`src/rtl/mpfb_fifo.sv`:
```
// ----------------------------------------------------------------------------
// Register FIFO
// Small first-in first-out queue built from flip-flops.
// ----------------------------------------------------------------------------
`default_nettype none

module mpfb_fifo #(
   parameter int WIDTH = 8,
   parameter int DEPTH = 2
) (
   input  wire logic             clock,
   input  wire logic             reset,
   input  wire logic             push,
   input  wire logic [WIDTH-1:0] wr_data,
   output logic                  full,
   input  wire logic             pop,
   output logic [WIDTH-1:0]      rd_data,
   output logic                  empty
);

   localparam int IW = (DEPTH > 1) ? $clog2(DEPTH) : 1;
   localparam int CW = $clog2(DEPTH + 1);
   localparam logic [IW-1:0] LAST_IDX = IW'(DEPTH - 1);
   localparam logic [CW-1:0] FULL_CNT = CW'(DEPTH);

   logic [WIDTH-1:0] entries_ff [DEPTH];
   logic [IW-1:0]    wptr_ff, wptr_in;
   logic [IW-1:0]    rptr_ff, rptr_in;
   logic [CW-1:0]    count_ff, count_in;
   logic             do_push, do_pop;

   assign full    = (count_ff == FULL_CNT);
   assign empty   = (count_ff == '0);
   assign do_push = push && !full;
   assign do_pop  = pop && !empty;
   assign rd_data = entries_ff[rptr_ff];

   always_comb begin
      wptr_in  = wptr_ff;
      rptr_in  = rptr_ff;
      count_in = count_ff;
      if (do_push) begin
         wptr_in = (wptr_ff == LAST_IDX) ? '0 : wptr_ff + 1'b1;
      end
      if (do_pop) begin
         rptr_in = (rptr_ff == LAST_IDX) ? '0 : rptr_ff + 1'b1;
      end
      if (do_push && !do_pop) begin
         count_in = count_ff + 1'b1;
      end else if (do_pop && !do_push) begin
         count_in = count_ff - 1'b1;
      end
   end

   always_ff @(posedge clock) begin
      if (reset) begin
         wptr_ff  <= '0;
         rptr_ff  <= '0;
         count_ff <= '0;
      end else begin
         wptr_ff  <= wptr_in;
         rptr_ff  <= rptr_in;
         count_ff <= count_in;
      end
   end

   always_ff @(posedge clock) begin
      if (do_push) begin
         entries_ff[wptr_ff] <= wr_data;
      end
   end

endmodule

`default_nettype wire

```
`config.mk`:
```
export PLATFORM = sky130hd
export DESIGN_NAME = mpfb_fifo
export DESIGN_NICKNAME = d
export VERILOG_FILES = /design/src/rtl/mpfb_fifo.sv
export SDC_FILE = /design/constraint.sdc
export NUM_CORES = 1
export LEC_CHECK = 0
export ABC_AREA = 1
export BUFFER_PORTS_ARGS = -buffer_cell sky130_fd_sc_hd__buf_2
export CORE_UTILIZATION = 49
export DETAILED_ROUTE_END_ITERATION = 6
export GPL_TIMING_DRIVEN = 0
export PLACE_DENSITY = 0.75
export RECOVER_POWER = 25
export SLEW_MARGIN = 0
export SYNTH_ARGS = -nofsm -noshare
export SYNTH_HDL_FRONTEND = slang
export SYNTH_SLANG_ARGS = --single-unit
```
`constraint.sdc`:
```
create_clock -name clock -period 1.7 [get_ports clock]
set_clock_uncertainty 0.15 [all_clocks]
set_input_delay 0.085 -clock clock [delete_from_list [all_inputs] [get_ports clock]]
set_output_delay 0.085 -clock clock [all_outputs]
set_load 0.01 [all_outputs]
```
==> results.md <==
- Largest net degree at the start of global routing: 13
- WHS: 0.352 ns
- Hold Path Origin: wr_data[1]
- FILL cells: 134
- Worst Slack Setup Final: 0.125 ns
- FF+latch count, synth: 21
- Largest family of logic cells by synthesized area: multiplexers
- R2R Setup Slk: 0.14 ns
- Initial Util: 53.7%
- Seq/Total Area, Yosys: 70.1%
- Mux cell area share after synthesis: 10.9%
- Core ar.: 0.00154 mm2
- Share of post-route cells with drive strength above 1: 38.8%
- Avg Synthesized Cell Area: 13.4 um2
- Finished Core Util: 71.3%
- Clk Tree Root Cell: clkbuf_4
- Drt pass-1 iters: 2
- Setup bufs post-CTS: 0
- Reg area: 582 um2
- H-tree depth: 1
- Gr ovfl total: 0
- CTS sink count: 21
- Final hold vios: 0
- RSZ-0062 raised after global routing: no
- DRC: 0
- Vias per cell: 4.82
- I/O pin count: 22
- Fmax: 635 MHz
- Synth Area in Simple Gates: 8.31%
- Mapped Area: 828 um2
- Ys flop type: edfxtp_1
- Antenna Cells: 0
- Kind of critical path: flip-flop to primary output
- CTS buffer count: 3
- Netlist cell types: 16
- Slew Viols, Final: 0
- Clk buf depth: 2
- CTS tree: built
- Setup TNS: 0 ns
- GRT Total Usage: 16.4%
- Max VDD drop: 0.851 mV
- Compound-Gate Fraction of Synth Area: 4.53%
- Worst Max-Slew Pin Slew: 0.434 ns
- Synth Area in XOR/XNOR: 0%
- Layout area overhead: 32.8%
- Slew headroom: 71.1%
- Rows: 14
- DP HPWL: 923 um
- Critical Path Sink Type: primary output
- Worst min path class: primary input to flip-flop
- Async SR Flop Fraction: 0%
- Syn nets: 75
- Critical path's largest stage delay: 0.37 ns
- Critical path startpoint category: flip-flop
- Placer Congestion: 0.645
- Multi-input logic area: 221 um2
- Hold Path End: entries_ff[0][1]$_DFFE_PP_
- Die area: 0.00186 mm2
- LEAKAGE: 0.000450 uW
- Worst r2r src: count_ff[0]$_SDFFE_PP0P_
- Outcome: complete, no violations
- Placed cell area: 953 um2
- FF-to-FF path depth: 8
- Final instance area: 0.00110 mm2
- DRT iter0 DRCs: 13
- Max_cap viols: 0
- Worst-Skew Late Latency: 0.30 ns
- Crit path max fanout: 8
- Die Span Y: 43.1 um
- Post-route ant nets: 0
- Setup-failing EPs final: 0
- Critical path data arrival time: 1.34 ns
- Layout Nets: 112
- Top cell by count, worst path: buf_2
- Synth warn: 0
- Slowest cell on crit path: mux2_2
- PwrDens: 1290 mW/mm2
- Syn Inst Count: 62
- Adder-cell share of the synthesized area: 1.51%
- Initial antenna violation count: 0
- WL/cell: 11.4 um
- Setup Slack @ Placement: -0.0249 ns
- Cell Chain, Critical Path: buf_2 -> mux2_2 -> buf_2
- Clk slew on worst S/H paths: 0.11 ns
- Vias in the first global route: 508
- Via count: 550
- Tmin final: 1.57 ns
- # port buffers: 21
- Critical Path RT: 1.46 ns
- First-pass GRT wire length: 2090 um
- Post-Route WL: 1300 um
- Worst hold stages: 2
- Die X: 43.1 um
- Tcrit/Tclk final: 92.6%
- FF-to-FF End: count_ff[1]$_SDFFE_PP0P_
- Post-synth EDFFs: 16
where the power goes:
group,switching [uW],internal (uW),total (uW)
combinational,251,219,471
clock,143,87.7,231
sequential,60.2,658,718
worst max-delay path, delay by kind of cell (launching register included):
family | cells | cell delay, ns
buf+inv | 2 | 0.35
flops | 1 | 0.33
mux | 1 | 0.37
layout make-up:
class                      count  area share (%)
clock buffer                   3            2.05
multi-input combinational     31            20.1
sequential                    21            52.9
timing repair buffer          32            19.1
tap                           16            1.82
buffer                         1           0.455
inverter                       9            3.07
clock inverter                 1           0.455
placed cells by master (no fill, tap or decap):
cell / n
clkinv_2: 1
nand2_1: 4
clkbuf_1: 4
nor2_1: 7
nor2_2: 2
edfxtp_1: 16
dfxtp_1: 4
inv_1: 7
mux2_2: 8
dlygate4sd3_1: 11
o21ai_1: 1
buf_2: 18
o21ai_0: 2
a21oi_1: 1
inv_2: 2
o21ai_2: 1
o21ai_4: 1
nand4_1: 1
ha_1: 1
and2_4: 1
clkbuf_4: 3
nand3_1: 1
dfxtp_2: 1
routing by layer:
metal,part of all wire (%),global-route usage (%)
met5,0,0
met1,40,17.7
met4,2.2,10.9
met2,53,26.9
met3,4.8,5.53
sequential cells by signal (all words and copies together) (netlist names), named ones only:
register    cells
entries_ff     16
count_ff        2
rptr_ff         1
wptr_ff         1
kinds of logic (layout without fill, tap and decap cells):
| family | Yosys count | count (layout) |
|---|---|---|
| adder cells (fa/ha/maj) | 1 | 1 |
| buffers and inverters | 10 | 46 |
| multiplexers | 8 | 8 |
| AO/OA/AOI/OAI | 6 | 6 |
| AND/OR/NAND/NOR | 16 | 16 |
| flip-flops | 21 | 21 |
what timing repair did:
item,in CTS,in global routing
pin swaps,0,0
endpoints found under the setup margin,8,2
hold endpoints to repair,21,0
gates resized for setup,2,2
hold buffers,11,0
how the worst max path moves through the flow:
stage,start,end,cells past startpoint
5_1_grt,count_ff[0]$_SDFFE_PP0P_,count_ff[1]$_SDFFE_PP0P_,8
3_3_place_gp,count_ff[0]$_SDFFE_PP0P_,entries_ff[1][3]$_DFFE_PP_,2
6_report,flip-flop,rd_data[1],3
4_1_cts,count_ff[1]$_SDFFE_PP0P_,count_ff[1]$_SDFFE_PP0P_,9
3_5_place_dp,count_ff[0]$_SDFFE_PP0P_,entries_ff[1][3]$_DFFE_PP_,2
2_1_floorplan,count_ff[0]$_SDFFE_PP0P_,entries_ff[1][0]$_DFFE_PP_,2
cells in the mapped netlist (2+ instances only):
cell | n | area share (%)
dfxtp_1 | 5 | 12
edfxtp_1 | 16 | 58
inv_1 | 7 | 3.2
inv_2 | 2 | 0.91
mux2_2 | 8 | 11
nand2_1 | 4 | 1.8
nor2_1 | 9 | 4.1
o21ai_0 | 2 | 1.2
o21ai_2 | 2 | 2.1
stage by stage:
step	total power, uW	instances
after global routing	1520	114
after detailed placement	1170	99
after CTS	1420	114
after floorplan	1020	62
after global placement	1150	99
final	1420	114
Power figures use the tool's default switching activity.
