File: src/rtl/mpfb_pkg.sv
// ----------------------------------------------------------------------------
// Frame store engine package
// Opcode and color codes and the decoded command that travels from the
// front end to the memory sequencer.
// ----------------------------------------------------------------------------
`default_nettype none

package mpfb_pkg;

   localparam logic [1:0] OP_DRAW  = 2'd0;
   localparam logic [1:0] OP_FILL  = 2'd1;
   localparam logic [1:0] OP_PLACE = 2'd2;
   localparam logic [1:0] OP_READ  = 2'd3;

   localparam logic [1:0] COLOR_WHITE   = 2'd0;
   localparam logic [1:0] COLOR_BLACK   = 2'd1;
   localparam logic [1:0] COLOR_INVERSE = 2'd2;
   localparam logic [1:0] COLOR_NONE    = 2'd3;

   localparam logic [1:0] CMD_RMW  = 2'd0;
   localparam logic [1:0] CMD_FILL = 2'd1;
   localparam logic [1:0] CMD_READ = 2'd2;
   localparam logic [1:0] CMD_ZERO = 2'd3;

   localparam logic [7:0] BYTE_ONES = 8'hFF;
   localparam int         PAGE_ROWS = 8;

   typedef struct packed {
      logic [1:0] kind;
      logic       invert;
      logic       second;
      logic [7:0] column;
      logic [7:0] page;
      logic [7:0] mask_a;
      logic [7:0] data_a;
      logic [7:0] mask_b;
      logic [7:0] data_b;
   } mpfb_cmd_type;

endpackage

`default_nettype wire

File: src/rtl/mpfb_front.sv
// ----------------------------------------------------------------------------
// Front end
// Accepts request beats, clips them to the screen and turns them into
// byte-level memory commands for the command queue.
// ----------------------------------------------------------------------------
`default_nettype none

module mpfb_front #(
   parameter int SCREEN_WIDTH  = 128,
   parameter int SCREEN_HEIGHT = 64
) (
   input  wire logic                 req_push,
   output logic                      req_full,
   input  wire logic [1:0]           req_opcode,
   input  wire logic [1:0]           req_color,
   input  wire logic [7:0]           req_column,
   input  wire logic [7:0]           req_row,
   input  wire logic [7:0]           req_sprite_byte,
   input  wire logic [3:0]           req_valid_rows,
   input  wire logic                 cmd_full,
   output logic                      cmd_push,
   output mpfb_pkg::mpfb_cmd_type    cmd
);

   import mpfb_pkg::*;

   localparam int PAGE_COUNT = (SCREEN_HEIGHT + 7) / 8;

   function automatic logic [7:0] page_row_mask(input logic [5:0] p);
      logic [8:0] first;
      logic [8:0] left;
      logic [8:0] ones;
      first = {p, 3'b000};
      left  = 9'(SCREEN_HEIGHT) - first;
      ones  = (9'd1 << left[2:0]) - 9'd1;
      if (first >= 9'(SCREEN_HEIGHT)) begin
         return 8'h00;
      end else if (left >= 9'(PAGE_ROWS)) begin
         return BYTE_ONES;
      end else begin
         return ones[7:0];
      end
   endfunction

   logic        accept;
   logic        keep;
   logic        col_ok;
   logic        row_ok;
   logic [3:0]  sat_rows;
   logic [8:0]  low_mask;
   logic [15:0] mask16;
   logic [15:0] data16;
   logic [5:0]  page;
   logic [5:0]  page_next;
   logic [7:0]  mask_lo;
   logic [7:0]  mask_hi;
   logic        lo_en;
   logic        hi_en;

   assign req_full = cmd_full;
   assign accept   = req_push && !cmd_full;
   assign cmd_push = accept && keep;

   always_comb begin
      col_ok    = {1'b0, req_column} < 9'(SCREEN_WIDTH);
      row_ok    = {1'b0, req_row} < 9'(SCREEN_HEIGHT);
      sat_rows  = (req_valid_rows > 4'd8) ? 4'd8 : req_valid_rows;
      low_mask  = (9'd1 << sat_rows) - 9'd1;
      mask16    = {8'h00, low_mask[7:0]} << req_row[2:0];
      data16    = {8'h00, req_sprite_byte & low_mask[7:0]} << req_row[2:0];
      page      = {1'b0, req_row[7:3]};
      page_next = page + 6'd1;
      mask_lo   = mask16[7:0] & page_row_mask(page);
      mask_hi   = mask16[15:8] & page_row_mask(page_next);
      lo_en     = col_ok && ({3'b000, page} < 9'(PAGE_COUNT)) && (mask_lo != 8'h00);
      hi_en     = col_ok && ({3'b000, page_next} < 9'(PAGE_COUNT)) && (mask_hi != 8'h00);

      cmd        = '0;
      cmd.column = req_column;
      keep       = 1'b0;

      unique case (req_opcode)
         OP_DRAW: begin
            cmd.kind   = CMD_RMW;
            cmd.page   = {2'b00, page};
            cmd.mask_a = 8'h01 << req_row[2:0];
            keep       = col_ok && row_ok && (req_color != COLOR_NONE);
            unique case (req_color)
               COLOR_WHITE:   cmd.data_a = BYTE_ONES;
               COLOR_BLACK:   cmd.data_a = 8'h00;
               COLOR_INVERSE: cmd.invert = 1'b1;
               default:       cmd.data_a = 8'h00;
            endcase
         end
         OP_FILL: begin
            cmd.kind   = CMD_FILL;
            keep       = (req_color != COLOR_NONE);
            cmd.invert = (req_color == COLOR_INVERSE);
            cmd.data_a = (req_color == COLOR_WHITE) ? BYTE_ONES : 8'h00;
         end
         OP_PLACE: begin
            cmd.kind = CMD_RMW;
            keep     = lo_en || hi_en;
            if (lo_en) begin
               cmd.page   = {2'b00, page};
               cmd.mask_a = mask_lo;
               cmd.data_a = data16[7:0];
               cmd.second = hi_en;
               cmd.mask_b = mask_hi;
               cmd.data_b = data16[15:8];
            end else begin
               cmd.page   = {2'b00, page_next};
               cmd.mask_a = mask_hi;
               cmd.data_a = data16[15:8];
            end
         end
         OP_READ: begin
            keep     = 1'b1;
            cmd.page = req_row;
            if (col_ok && ({1'b0, req_row} < 9'(PAGE_COUNT))) begin
               cmd.kind = CMD_READ;
            end else begin
               cmd.kind = CMD_ZERO;
            end
         end
      endcase
   end

endmodule

`default_nettype wire

File: config.mk
export PLATFORM = sky130hd
export DESIGN_NAME = mpfb_front
export DESIGN_NICKNAME = d
export VERILOG_FILES = /design/src/rtl/mpfb_pkg.sv /design/src/rtl/mpfb_front.sv
export SDC_FILE = /design/constraint.sdc
export NUM_CORES = 1
export LEC_CHECK = 0
export BUFFER_PORTS_ARGS = -buffer_cell sky130_fd_sc_hd__buf_2
export CAP_MARGIN = 15
export CORE_ASPECT_RATIO = 1.4
export CORE_MARGIN = 2
export CORE_UTILIZATION = 45
export DETAILED_ROUTE_END_ITERATION = 8
export PLACE_DENSITY = 0.82
export SYNTH_ARGS = -nofsm -noshare
export SYNTH_HDL_FRONTEND = slang
export SYNTH_SLANG_ARGS = --single-unit
File: constraint.sdc
create_clock -name vclk -period 2.4
set_input_delay 0.24 -clock vclk [all_inputs]
set_output_delay 0.24 -clock vclk [all_outputs]
set_load 0.03 [all_outputs]
==> results of run 1 <==
[kinds of logic after synthesis]
| kind of cell | Yosys count | share of synthesized area (%) |
|---|---|---|
| fa+ha+maj | 4 | 2.79 |
| xor+xnor | 4 | 2.37 |
| simple gates | 115 | 34.1 |
| other cells | 1 | 0.209 |
| buf+inv | 43 | 13.4 |
| compound gates | 90 | 37.4 |
| mux | 14 | 9.77 |
[report_power, final]
part | internal, mW | switching (mW)
logic | 0.303 | 0.446
registers | 0 | 0
clock network | 0 | 0
[layout by cell type (no fill, tap or decap), types with 3 or more instances in the layout]
master     n
inv_1      8
nor2_4    14
o221ai_2   5
nor2_1    20
o221ai_4   5
ha_1       3
nand2_2    5
mux2i_1    6
and3_1     5
o21ai_2   12
buf_4     61
buf_12     5
a31oi_4    3
and2_1     4
nor2b_1    3
nand3_1    6
buf_6     47
o21ai_0    8
o211ai_1   4
mux2_4     4
buf_2     32
nand2_1   17
nor3_1     5
a21oi_1    4
nand3_2    3
or2_2      3
o22ai_4    3
o31ai_4    5
a21oi_2    4
[cells in the mapped netlist, types with 3 or more instances]
cell type and n:
nor2_1 34, o31ai_1 3, o21ai_1 5, buf_6 4, nor3_1 6, a31oi_1 5, a21oi_1 8, buf_1 3
a22oi_1 3, or3_1 3, inv_1 8, o221ai_1 10, buf_2 6, nand2_1 24, ha_1 4, mux2i_1 7
or2_2 3, nor3b_1 3, o22ai_1 4, nand3_1 10, o21bai_1 3, o211ai_1 4, buf_4 11, o21ai_0 17
mux2_2 5, and2_1 5, clkbuf_1 8, nor2b_1 5, and3_1 6
[critical path, delay by kind of cell]
kind / cells / cell delay, ns
fa+ha+maj: 1 / 0.25
buf+inv: 4 / 0.51
compound gates: 4 / 0.73
simple gates: 3 / 0.82
[what timing repair did]
action / CTS / global route
endpoints found under the setup margin: 37 / 37
resized for setup: 120 / 59
setup buffers: 13 / 10
pin swaps: 25 / 26
[stage by stage]
stage | util, % | total power, mW | hold slack, ns
6_report | 94.0 | 0.749 | 0.480
5_1_grt | 94.0 | 0.768 | 0.480
4_1_cts | 85.2 | 0.620 | 0.480
3_5_place_dp | 70.9 | 0.526 | 0.480
3_3_place_gp | 70.9 | 0.513 | 0.480
2_1_floorplan | - | 0.376 | 0.594
[layout make-up]
type / count / share of cell area [%]
tap: 43 / 1.47
timing repair buffer: 146 / 34.6
multi-input combinational: 229 / 62.8
inverter: 11 / 1.13
[worst max path at each step]
stage	startpoint	end	slack [ns]	depth (start not counted)
floorplan	req_valid_rows[0]	cmd[22]	-0.17	9
global placement	req_valid_rows[0]	cmd[19]	-0.23	11
detailed placement	req_valid_rows[0]	cmd[19]	-0.30	11
CTS	req_valid_rows[1]	cmd[18]	-0.15	12
global route	req_valid_rows[1]	cmd_push	-0.51	11
finish	req_valid_rows[1]	cmd[23]	-0.40	12
[per-layer routing]
metal  part of all wire, %  global-route usage, %  vias up
li1                      -                      -     1253
met1                    31                   40.4     1433
met2                    48                   70.7      357
met3                    10                   3.46      137
met4                    11                   23.7        0
met5                     0                      0        -
==> results.ini, run 1 <==
[route]
drc=1
wl_per_cell_um=26.7
vias=3180
ant_nets=0
routed_via_density=7.41
dr.pass1.iters=8
wirelength_mm=11.4
drt_iter0_drc=423

[layout]
nets=426
ff_latch_area_um2=0
numSequentialCells=0
num-clock-buffers=0
fin_cells=429
diodes=0
multiInputGateArea_um2=2290
final_area_um2=3650
area_growth_pct=104
drive_gt1_share_pct=67.1
fillers=119

[grt]
overflow=0
antenna_found_initial=0
grt_usage_pct=38.4
grt_max_degree=24
grt_pass1_wl_mm=14.0
first_global_vias=2860

[min_path]
min_from=req_column[2]
hp-class=input pin to output pin
min_to=cmd[42]
worstHoldPathCells=0

[placement]
place_hpwl_mm=5.63
portBuffers=72
placed_area_um2=2750
gp_congestion=0.939
place_inst=409
dpl_worst_slack_ns=-0.295

[critical_path]
slowest_delay_ns=0.34
crit_path_max_fanout=5
crit_slowest_cell=or2_4
startpoint_type=input pin
cp.arrival_ns=2.56
worst_ep_required_time_ns=2.16
worstSetupPathType=input pin to output pin
worst_setup_path_end_kind=output pin
cp_cell_sequence=buf_8 > nor4_4 > inv_2 > ha_4 > o211ai_1 > a21oi_2 > or2_4 > nor2_8 > buf_12 > o211ai_4 > o221ai_2 > buf_6

[job]
max_cap_violations=0

[pwr]
power_density_nw_per_um2=205
vdd_drop_max_mv=0.163
leakagePower_nw=1.48

[synthesis]
syn_inst=271
synth_area_leader_cell=nor2_1
synth_cell_types=73
netlist.area_leader.share_pct=7.12
syn_avg_cell_area_um2=6.62
ys_top_cells_by_area=nor2_1 (7.1%), nand2_1 (5.0%), o221ai_1 (4.9%)
synth_seq_area_share_pct=0
yosysWarningCount=0
netlist_area_um2=1790

[floorplanning]
initial_core_util_pct=46.2
io_pins=88
rows=27
core_um2=3880
die_y_um=78.7
dieArea_um2=4510
die_w_um=57.3

[sta]
setup_viol=37
drv_slew=0
relSlewSlack_pct=56.0
finalCritPeriodShare_pct=117
tightest_slew_ns=0.655
min_period_ns=2.80
rsz0062_at_grt=true
fin_ws_ns=-0.402
fmax_mhz=357
tns_ns=-10.43
hold_viol_final=0

[clock_network]
cts_hold_buf=0

[outcome]
status=finished, violations left
violations=design-rule violations, negative setup slack

(Power assumes the default switching activity.)
==> run 2, diff against run 1 <==
--- a/config.mk
+++ b/config.mk
@@ -12,6 +12,7 @@
 export CORE_UTILIZATION = 45
 export DETAILED_ROUTE_END_ITERATION = 8
 export PLACE_DENSITY = 0.82
+export REMOVE_ABC_BUFFERS = 1
 export SYNTH_ARGS = -nofsm -noshare
 export SYNTH_HDL_FRONTEND = slang
 export SYNTH_SLANG_ARGS = --single-unit
==> results.ini, run 2 (synthesis results as in run 1) <==
[outcome]
status=finished, violations left
violations=negative setup slack

[sta]
fin_hold_ws_ns=0.480  ; +0.000203 ns
hold_viol_final=0  ; unchanged
drv_slew=0  ; unchanged
fin_ws_ns=-0.230  ; +0.172 ns
relSlewSlack_pct=58.9  ; +2.9 points
tightest_slew_ns=0.616  ; -0.0385 ns
finalCritPeriodShare_pct=110  ; -7.2 points
fmax_mhz=380  ; +6.5%
min_period_ns=2.63  ; -0.172 ns
setup_viol=37  ; unchanged
rsz0062_at_grt=true

[pwr]
vdd_drop_max_mv=0.131  ; -20%
p_clk_share_pct=0  ; unchanged
leakagePower_nw=1.38  ; -6.9%
netSwitchingFraction_pct=58.3  ; -1.3 points
internal-power_uw=254  ; -16%
power_density_nw_per_um2=196  ; -4.5%
seq_power_share_pct=0  ; unchanged
netSwitchingPower_uw=354  ; -21%
pwr-share-comb_pct=100.0  ; about the same

[job]
max_cap_violations=0  ; unchanged

[grt]
grt_pass1_wl_mm=11.8  ; -16%
overflow=0  ; unchanged
grt_max_degree=23  ; -4.2%
first_global_vias=2588  ; -9.5%
antenna_found_initial=0  ; unchanged
grt_usage_pct=32.1  ; -6.2 points

[placement]
portBuffers=72  ; unchanged
gp_congestion=0.954  ; +1.6%
place_inst=404  ; -1.2%
place_hpwl_mm=5.07  ; -9.9%

[route]
wl_per_cell_um=20.4  ; -23%
ant_nets=0  ; unchanged
drc=0  ; -1
vias=2831  ; -11%
wirelength_mm=8.58  ; -25%
drt_iter0_drc=238  ; -44%
dr.pass1.iters=5  ; -3
routed_via_density=6.74  ; -9.1%

[critical_path]
worst_ep_required_time_ns=2.16  ; about the same
worstSetupPathType=input pin to output pin
slowest_delay_ns=0.57  ; +0.23 ns
cp_top_family=simple AND/OR/NAND/NOR gates
crit_slowest_cell=mux4_1
startpoint_type=input pin
crit_buf_inv=4  ; unchanged
crit_top_cell=buf_6
cp_cell_sequence=buf_8 > nor4_4 > inv_2 > ha_4 > buf_6 > o21ai_1 > nand3_1 > mux4_1 > nand2_1 > o221ai_2 > buf_6
worst_setup_path_end_kind=output pin
cp.arrival_ns=2.39  ; -0.17 ns
crit_path_max_fanout=8  ; +3

[clock_network]
cts_hold_buf=0  ; unchanged

[layout]
ff_latch_area_um2=0  ; unchanged
fin_cells=420  ; -2.1%
numSequentialCells=0  ; unchanged
layout_common_cells=buf_4 (74), buf_2 (34), nor2_1 (25), buf_6 (25), nand2_1 (21)
final_common_cell=buf_4
fillers=235  ; +97%
area_growth_pct=73.3
diodes=0  ; unchanged
drive_gt1_share_pct=56.2  ; -11 points
num-clock-buffers=0  ; unchanged
nets=417  ; -2.1%

[floorplanning]
die_y_um=78.7  ; unchanged
initial_core_util_pct=46.2  ; unchanged
dieArea_um2=4510  ; unchanged
io_pins=88  ; unchanged
die_w_um=57.3  ; unchanged
core_um2=3880  ; unchanged
rows=27  ; unchanged

[min_path]
hp-class=input pin to output pin
min_to=cmd[40]
min_from=req_column[0]
worstHoldPathCells=0  ; unchanged

## run 2: cell count changes in the layout (fill, tap and decap cells not counted), sizes merged
cell,change
buf,-9
## run 2: how the worst max path moves through the flow
stage / from / end / slack (ns) / depth (start not counted)
global route: req_valid_rows[1] / cmd[24] / -0.31 / 11
floorplan: req_valid_rows[3] / cmd[17] / -0.45 / 9
detailed placement: req_valid_rows[2] / cmd[17] / -0.40 / 11
CTS: req_valid_rows[3] / cmd[23] / -0.18 / 11
global placement: req_valid_rows[2] / cmd[17] / -0.30 / 11
finish: req_valid_rows[1] / cmd[30] / -0.23 / 11
## run 2: routing by layer
| layer | part of all wire [%] | wire length, µm | GRT usage, % | vias to the layer above |
|---|---|---|---|---|
| met5 | 0 | 0 | 0 | - |
| met4 | 6.2 | 529 | 12.8 | 0 |
| met3 | 9.3 | 794 | 2.47 | 68 |
| met2 | 51 | 4360 | 61.9 | 230 |
| met1 | 34 | 2890 | 34.7 | 1310 |
| li1 | - | - | - | 1223 |
## run 2: cell type report
cell class                 count  area, µm²  area share (%)
timing repair buffer         137       1070            34.5
inverter                      11       41.3            1.33
multi-input combinational    229       1940            62.4
tap                           43       53.8            1.73
## run 2: timing repair
item | 4_1_cts | 5_1_grt
pin swaps | 30 | 26
gates cloned | 1 | 0
resized for setup | 104 | 46
setup endpoints to repair | 37 | 37
setup buffers | 9 | 7
## run 2: power by group through the flow
| stage | clock network, mW | logic [mW] | registers, mW |
|---|---|---|---|
| after floorplan | 0 | 0.247 | 0 |
| after global placement | 0 | 0.450 | 0 |
| after detailed placement | 0 | 0.459 | 0 |
| after CTS | 0 | 0.536 | 0 |
| after global routing | 0 | 0.636 | 0 |
| final | 0 | 0.608 | 0 |
## run 2: per-stage QoR
step           power (mW)  setup TNS (ns)  area, µm²  setup slack, ns  utilization (%)
6_report            0.608           -5.42       3110           -0.230             80.0
3_5_place_dp        0.459          -10.22       2390           -0.395             61.6
3_3_place_gp        0.450           -8.16       2390           -0.302             61.6
2_1_floorplan       0.247           -6.84       1600           -0.445                -
4_1_cts             0.536           -3.91       2890           -0.181             74.3
5_1_grt             0.636           -8.39       3110           -0.307             80.0
==> run 3, diff against run 2 <==
--- a/config.mk
+++ b/config.mk
@@ -11,7 +11,7 @@
 export CORE_MARGIN = 2
 export CORE_UTILIZATION = 45
 export DETAILED_ROUTE_END_ITERATION = 8
-export PLACE_DENSITY = 0.82
+export PLACE_DENSITY_LB_ADDON = 0.05
 export REMOVE_ABC_BUFFERS = 1
 export SYNTH_ARGS = -nofsm -noshare
 export SYNTH_HDL_FRONTEND = slang
==> results.ini, run 3 (synthesis results as in run 1) <==
[pwr]
vdd_drop_max_mv=0.154  ; +17%
power_uw=608  ; about the same
leakagePower_nw=1.41  ; +1.9%
power_density_nw_per_um2=192  ; -2.1%

[route]
dr.pass1.iters=5  ; unchanged
vias=2692  ; -4.9%
drc=0  ; unchanged
ant_nets=0  ; unchanged
drt_iter0_drc=183  ; -23%
routed_via_density=6.33  ; -6.0%
wl_per_cell_um=18.9  ; -7.5%
wirelength_mm=8.03  ; -6.4%

[floorplanning]
die_y_um=78.7  ; unchanged
rows=27  ; unchanged
initial_core_util_pct=46.2  ; unchanged
dieArea_um2=4510  ; unchanged
core_um2=3880  ; unchanged
die_w_um=57.3  ; unchanged
io_pins=88  ; unchanged

[layout]
ff_latch_area_um2=0  ; unchanged
drive_gt1_share_pct=58.9  ; +2.7 points
area_growth_pct=77.0
numSequentialCells=0  ; unchanged
fillers=255  ; +8.5%
multiInputGateArea_um2=1950  ; +0.39%
final_area_um2=3170  ; +2.1%
nets=422  ; +1.2%
diodes=0  ; unchanged
final_common_cell=buf_4
layout_common_cells=buf_4 (77), buf_2 (33), buf_6 (28)
num-clock-buffers=0  ; unchanged

[job]
max_cap_violations=0  ; unchanged

[grt]
grt_max_degree=19  ; -17%
grt_usage_pct=31.3  ; -0.87 points
grt_pass1_wl_mm=11.6  ; -1.9%
overflow=0  ; unchanged
antenna_found_initial=0  ; unchanged
first_global_vias=2550  ; -1.5%

[placement]
place_hpwl_mm=5.17  ; +2.0%
placed_area_um2=2390  ; +0.10%
gp_congestion=0.916  ; -3.9%
portBuffers=72  ; unchanged

[clock_network]
cts_hold_buf=0  ; unchanged

[critical_path]
cp.arrival_ns=2.47  ; +0.08 ns
worstSetupPathType=input pin to output pin
worst_ep_required_time_ns=2.16  ; about the same
worst_setup_path_end_kind=output pin
crit_path_max_fanout=6  ; -2
startpoint_type=input pin

[sta]
min_period_ns=2.71  ; +0.0760 ns
drv_slew=0  ; unchanged
fmax_mhz=370  ; -2.8%
tns_ns=-5.81  ; -0.384 ns
finalCritPeriodShare_pct=113  ; +3.2 points
tightest_slew_ns=0.534  ; -0.0822 ns
rsz0062_at_grt=true
relSlewSlack_pct=64.4  ; +5.5 points
setup_viol=36  ; -2.7%
hold_viol_final=0  ; unchanged
fin_ws_ns=-0.306  ; -0.0760 ns

[outcome]
violations=negative setup slack
status=finished, violations left

[min_path]
hp-class=input pin to output pin

## run 3: repair_timing
item	in CTS	in global routing
endpoints found under the setup margin	37	37
setup buffers	8	10
resized for setup	104	60
pin swaps	24	24
gates cloned	1	0
## run 3: routing by layer
metal	track usage [%]	wire [µm]	vias to the layer above
met5	0	0	-
met3	2.47	511	36
met2	61.0	4340	169
li1	-	-	1230
met4	10.7	385	0
met1	33.8	2790	1257
## run 3: final timing paths
path	cells after the start	startpoint	slack [ns]	to
setup / recovery	12	req_valid_rows[2]	-0.31	cmd[28]
hold / removal	0	req_column[0]	0.48	cmd[40]
## run 3: critical path: stages
cell and delay, ns:
buf_8 0.11, nor4_4 0.29, inv_2 0.08, ha_4 0.23, o211ai_1 0.27, a21oi_2 0.14, or2_4 0.30, nor2_8 0.18
buf_6 0.14, nand4_1 0.17, o221ai_2 0.13, buf_6 0.16
## run 3: layout make-up
type	instances	share of cell area, %
inverter	11	1.30
multi-input combinational	229	61.4
timing repair buffer	142	35.6
tap	43	1.70
## run 3: where the power goes
| part | internal, mW | leakage, nW | switching [mW] | total [mW] |
|---|---|---|---|---|
| registers | 0 | 0 | 0 | 0 |
| logic | 0.260 | 1.41 | 0.349 | 0.608 |
| clock network | 0 | 0 | 0 | 0 |
## run 3: metrics by stage
step                cells  hold slack, ns  util, %  worst slack [ns]
finish                425           0.480     81.7            -0.306
detailed placement    406           0.480     61.6            -0.322
CTS                   415           0.480     73.6            -0.137
global route          425           0.480     81.7            -0.323
floorplan             240           0.480        -            -0.445
global placement      406           0.480     61.6            -0.291
